===== src/hdl/cttu_pkg.sv =====
`timescale 1ns / 1ps

package cttu_pkg;

    localparam int TABLE_ENTRIES = 16;
    localparam int IDX_W         = (TABLE_ENTRIES > 1) ? $clog2(TABLE_ENTRIES) : 1;
    localparam int CNT_W         = $clog2(TABLE_ENTRIES + 1);
    localparam int CFG_IDX_W     = 2;
    localparam int CFG_DATA_W    = 32;

    localparam logic [4:0]  MAX_ENTRIES_RST = 5'd10;
    localparam logic [15:0] RELOAD_RST      = 16'd1000;
    localparam logic [15:0] NO_WAKEUP       = 16'hFFFF;

    localparam logic [CFG_IDX_W-1:0] CFG_MAX_ENTRIES = 2'd0;
    localparam logic [CFG_IDX_W-1:0] CFG_RELOAD      = 2'd1;
    localparam logic [CFG_IDX_W-1:0] CFG_LOCAL_NODE  = 2'd2;

    localparam logic [2:0] MODE_ACCEPT  = 3'd0;
    localparam logic [2:0] MODE_RELEASE = 3'd1;
    localparam logic [2:0] MODE_RETX    = 3'd2;
    localparam logic [2:0] MODE_TICK    = 3'd3;
    localparam logic [2:0] MODE_DELETE  = 3'd4;

    localparam logic [2:0] ST_ACCEPTED  = 3'd0;
    localparam logic [2:0] ST_REFUSED   = 3'd1;
    localparam logic [2:0] ST_HELD      = 3'd2;
    localparam logic [2:0] ST_RELEASED  = 3'd3;
    localparam logic [2:0] ST_RETX      = 3'd4;
    localparam logic [2:0] ST_NOT_FOUND = 3'd5;
    localparam logic [2:0] ST_TICK_DONE = 3'd6;

    typedef struct packed {
        logic [2:0]  mode;
        logic [31:0] source_node;
        logic [31:0] seq_number;
        logic [31:0] creation_time;
        logic [31:0] fragment_offset;
        logic [15:0] bundle_number;
        logic        storage_has_space;
        logic [31:0] custodian_node;
        logic [15:0] elapsed;
    } t_cmd;

    typedef struct packed {
        logic [4:0]  max_entries;
        logic [15:0] reload;
        logic [31:0] local_node;
    } t_cfg;

    typedef struct packed {
        logic [31:0] src;
        logic [31:0] seq;
        logic [31:0] tim;
        logic [31:0] frag;
        logic [15:0] num;
        logic [15:0] cnt;
    } t_entry;

    typedef struct packed {
        logic        strobe;
        logic [2:0]  status;
        logic [15:0] num;
        logic        ack;
        logic [15:0] wake;
        logic        last;
    } t_res;

    typedef struct packed {
        logic valid;
        logic ready;
    } t_qhs;

endpackage


===== src/hdl/cttu_front.sv =====
`timescale 1ns / 1ps

module cttu_front (
    input  logic          i_clk,
    input  logic          i_rst_n,
    input  logic          i_start,
    input  cttu_pkg::t_cmd i_cmd,
    output logic          o_busy,
    input  logic          i_back_ready,
    output cttu_pkg::t_qhs o_hs,
    output cttu_pkg::t_cmd o_cmd
);

    cttu_pkg::t_cmd r_q [2];
    logic       r_wr_ptr, r_rd_ptr;
    logic [1:0] r_fill;
    logic       push, pop, known;

    // drop modes that mean nothing here
    always_comb begin
        known = i_cmd.mode inside {cttu_pkg::MODE_ACCEPT, cttu_pkg::MODE_RELEASE,
                                   cttu_pkg::MODE_RETX, cttu_pkg::MODE_TICK,
                                   cttu_pkg::MODE_DELETE};
    end

    assign o_busy   = (r_fill == 2'd2);
    assign push     = i_start && !o_busy && known;
    assign pop      = (r_fill != 2'd0) && i_back_ready;
    assign o_hs     = '{valid: (r_fill != 2'd0), ready: i_back_ready};
    assign o_cmd    = r_q[r_rd_ptr];

    always_ff @(posedge i_clk) begin
        if (!i_rst_n) begin
            r_wr_ptr <= 1'b0;
            r_rd_ptr <= 1'b0;
            r_fill   <= 2'd0;
        end else begin
            if (push) r_wr_ptr <= !r_wr_ptr;
            if (pop)  r_rd_ptr <= !r_rd_ptr;
            r_fill <= r_fill + {1'b0, push} - {1'b0, pop};
        end
    end

    always_ff @(posedge i_clk) begin
        if (push) r_q[r_wr_ptr] <= i_cmd;
    end

endmodule


===== config.mk =====
export PLATFORM = sky130hd
export DESIGN_NAME = cttu_front
export DESIGN_NICKNAME = d
export VERILOG_FILES = /design/src/hdl/cttu_pkg.sv /design/src/hdl/cttu_front.sv
export SDC_FILE = /design/constraint.sdc
export NUM_CORES = 1
export LEC_CHECK = 0
export BUFFER_PORTS_ARGS = -buffer_cell sky130_fd_sc_hd__buf_2
export CORE_ASPECT_RATIO = 0.5
export CORE_MARGIN = 5
export CORE_UTILIZATION = 52
export CTS_BUF_LIST = sky130_fd_sc_hd__clkbuf_16
export CTS_CLUSTER_SIZE = 28
export DETAILED_ROUTE_END_ITERATION = 8
export PLACE_DENSITY_LB_ADDON = 0.05
export SLEW_MARGIN = 20
export SYNTH_ARGS = -nofsm -noshare
export SYNTH_HDL_FRONTEND = slang
export SYNTH_SLANG_ARGS = --single-unit

===== constraint.sdc =====
create_clock -name i_clk -period 14.6 [get_ports i_clk]
set_input_delay 1.46 -clock i_clk [delete_from_list [all_inputs] [get_ports i_clk]]
set_output_delay 1.46 -clock i_clk [all_outputs]
set_load 0.05 [all_outputs]

==> run_results.csv <==
group,metric,value,unit
status,status,"complete, no violations",
cells_and_area,nNetsFinal,1260,
placed_design,hpwlAfterDp,20.20,mm
drt,drc_errors,0,
sta,report.final.slew_viol_count,0,
clock_network,clk_latency,0.52,ns
floorplan,pin_count,399,
clock_network,cts_tree,"built",
drt,ant_nets,0,
worst_setup_path,reg2reg_from,"r_fill[1]",
floorplan,core,0.02803,sq mm
power_and_ir_drop,power_leakage,7.095,nW
worst_setup_path,worstReg2RegEnd,"r_q[1][168]",
worst_hold_path,min_path_type,"reg -> reg",
logic_synthesis,yosys_warnings,0,
worst_setup_path,reg2reg_depth,5,
global_route,first_global_vias,7718,
logic_synthesis,syn_inst,639,
logic_synthesis,synth_top_area_cell,"edfxtp_1",
worst_setup_path,crit_end,"o_cmd[4]",
worst_setup_path,path_max_fanout,126,
sta,rsz0062_at_grt,"false",
power_and_ir_drop,combPwrFrac,0.363,
clock_network,cts_setup_buffers,0,
logic_synthesis,avgSynthCellArea,23.42,sq um
logic_synthesis,seq_area_frac_synth,0.7931,
global_route,overflow,0,
sta,finalCritPeriodShare,0.3153,
power_and_ir_drop,internal_power,0.002271,W
sta,skew,0.01494,ns
floorplan,die_h,130.0,um
logic_synthesis,synth_common_cells,"edfxtp_1 (392), mux2_4 (140), mux2_2 (56)",
sta,hold_viol,0,
cells_and_area,final_util,0.6560,
drt,drtIter0Drc,438,
power_and_ir_drop,seqPwrFrac,0.398,
worst_setup_path,path_class,"reg -> out",
global_route,grt_max_degree,167,
global_route,antenna_found_initial,5,
drt,wirelength,30.32,mm
drt,avgRoutedWirePerCell,20.63,um
placed_design,place_inst,1401,
floorplan,initial_core_util,0.5340,
cells_and_area,finalNonFillerCells,1470,
sta,tns,0,ns
clock_network,cts_max_path_buffers,3,
sta,max_freq,217.2,MHz
cells_and_area,area_growth,22.85,%
cells_and_area,num-fill-cells,2004,
power_and_ir_drop,p_clk_frac,0.239,
logic_synthesis,synth_top_cell_area_share,0.7864,
worst_setup_path,crit_path_end_kind,"output pin",
worst_setup_path,cp.required,13.14,ns
sta,post-route-min-period,4.603,ns
worst_setup_path,r2r_slack,11.07,ns
clock_network,numCtsBuffers,36,
logic_synthesis,synth_area,0.01497,sq mm
logic_synthesis,synth-seq-cells,397,
floorplan,die_w,249.9,um
logic_synthesis,ys.flop_type,"edfxtp_1",
cells_and_area,drive_gt1_frac,0.5983,
drt,drt-pass1-iter-count,4,
logic_synthesis,yosys-top-cells-area,"edfxtp_1 (79%), mux2_4 (14%), mux2_2 (4.2%)",
logic_synthesis,postSynth.asyncResetShare,0,
sta,setup_viol,0,
logic_synthesis,yosysMostFrequentCell,"edfxtp_1",
power_and_ir_drop,power.density,195.9,mW/mm^2
worst_setup_path,arrival,3.14,ns
clock_network,root_buffer,"clkbuf_16",
global_route,grt.total_usage,0.1783,
logic_synthesis,ys_types,21,
global_route,grt_pass1_wl,44.04,mm
clock_network,clock_sinks,397,
clock_network,path_clk_slew,0.06,ns
drt,vias,7284,
logic_synthesis,synth_edf_count,392,
clock_network,ctsResizeCount,0,
power_and_ir_drop,switching_power,0.001331,W
logic_synthesis,syn_nets,841,
clock_network,h-tree-depth,2,
flow_run,maxCapViolCount,0,
power_and_ir_drop,ir_drop,0.1382,mV
sta,max_slew_margin,0.2908,
floorplan,rows,43,
sta,worst_pin_slew,1.064,ns
placed_design,portBuffers,398,
placed_design,gp_congestion,0.7760,
drt,routed_via_density,4.955,
floorplan,die-area,0.03248,sq mm
power_and_ir_drop,switching_share,0.3695,
power_and_ir_drop,power,0.003601,W
clock_network,holdBufCountCts,0,
worst_setup_path,cp-start-kind,"register",
==> worst min path at each step <==
stage / start / depth (start not counted) / slack (ns) / to
final: r_wr_ptr / 2 / 0.52 / r_wr_ptr
after global routing: r_wr_ptr / 2 / 0.55 / r_wr_ptr
after CTS: r_wr_ptr / 2 / 0.52 / r_wr_ptr
after detailed placement: r_wr_ptr / 2 / 0.51 / r_wr_ptr
after global placement: r_wr_ptr / 2 / 0.50 / r_wr_ptr
after floorplan: r_wr_ptr / 2 / 0.45 / r_wr_ptr
==> power by group through the flow <==
stage	clock (W)	sequential (W)	combinational [W]
finish	0.000859	0.00143	0.00131
global route	0.000940	0.00144	0.00136
CTS	0.000887	0.00145	0.00130
detailed placement	0	0.00147	0.00130
global placement	0	0.00147	0.00130
floorplan	0	0.00147	0.00109
==> final cells by class <==
type | count | area [sq um] | area share
inverter | 3 | 11.26 | 0.0006124
clock inverter | 26 | 133.9 | 0.007281
clock buffer | 37 | 925.9 | 0.05035
sequential | 397 | 11880 | 0.6458
tap | 382 | 478.0 | 0.02599
multi-input combinational | 216 | 2877 | 0.1564
timing repair buffer | 404 | 2074 | 0.1128
antenna | 5 | 12.51 | 0.0006805
==> flip-flops by register name (all words and copies together), names as in the netlist, named ones only <==
register	flops
r_fill	2
r_wr_ptr	1
r_rd_ptr	1
r_q	392
==> layout by cell type, fill, tap and decap left out, drive strengths merged <==
| cell | instances |
|---|---|
| or2 | 1 |
| mux2 | 196 |
| o21a | 1 |
| mux2i | 1 |
| nand2 | 2 |
| clkbuf | 37 |
| clkinv | 15 |
| buf | 404 |
| edfxtp | 392 |
| xnor2 | 1 |
| nor2 | 5 |
| bufinv | 1 |
| inv | 12 |
| and2 | 2 |
| xor2 | 1 |
| nor2b | 1 |
| o21ai | 1 |
| nor3 | 1 |
| nand3b | 1 |
| diode | 5 |
| dfxtp | 5 |
| ha | 2 |
| clkinvlp | 1 |
==> cells by family (layout without fill, tap and decap cells) <==
logic type | after synthesis | in the layout | share of synthesized area
buffers and inverters | 26 | 470 | 0.01571
and+or+nand+nor | 13 | 13 | 0.004264
other | 0 | 5 | 0
adders and majority gates | 2 | 2 | 0.001672
AOI/OAI and AO/OA | 2 | 2 | 0.0008358
xor gates and xnor gates | 2 | 2 | 0.001170
muxes | 197 | 197 | 0.1832
DFF | 397 | 397 | 0.7931
==> layer usage <==
metal	up-vias	global-route usage	part of all wire
li1	3379	-	-
met1	3653	0.2017	0.36
met2	195	0.3295	0.55
met3	53	0.05198	0.061
met4	4	0.06316	0.028
met5	-	0	0.00086
==> through the flow <==
step | hold WS (ns) | worst slack, ns | instance area (sq um)
after floorplan | 0.4514 | 3.924 | 14970
after detailed placement | 0.5074 | 9.856 | 17300
after CTS | 0.5163 | 9.931 | 18360
after global placement | 0.4968 | 9.909 | 17300
after global routing | 0.5507 | 9.892 | 18380
final | 0.5187 | 9.997 | 18390
==> critical path, stage by stage (launching register included) <==
cell and delay (ns):
dfxtp_4 0.77, buf_12 0.31, buf_12 0.64, mux2_2 0.43
buf_2 0.21
Power figures use the tool's default switching activity.
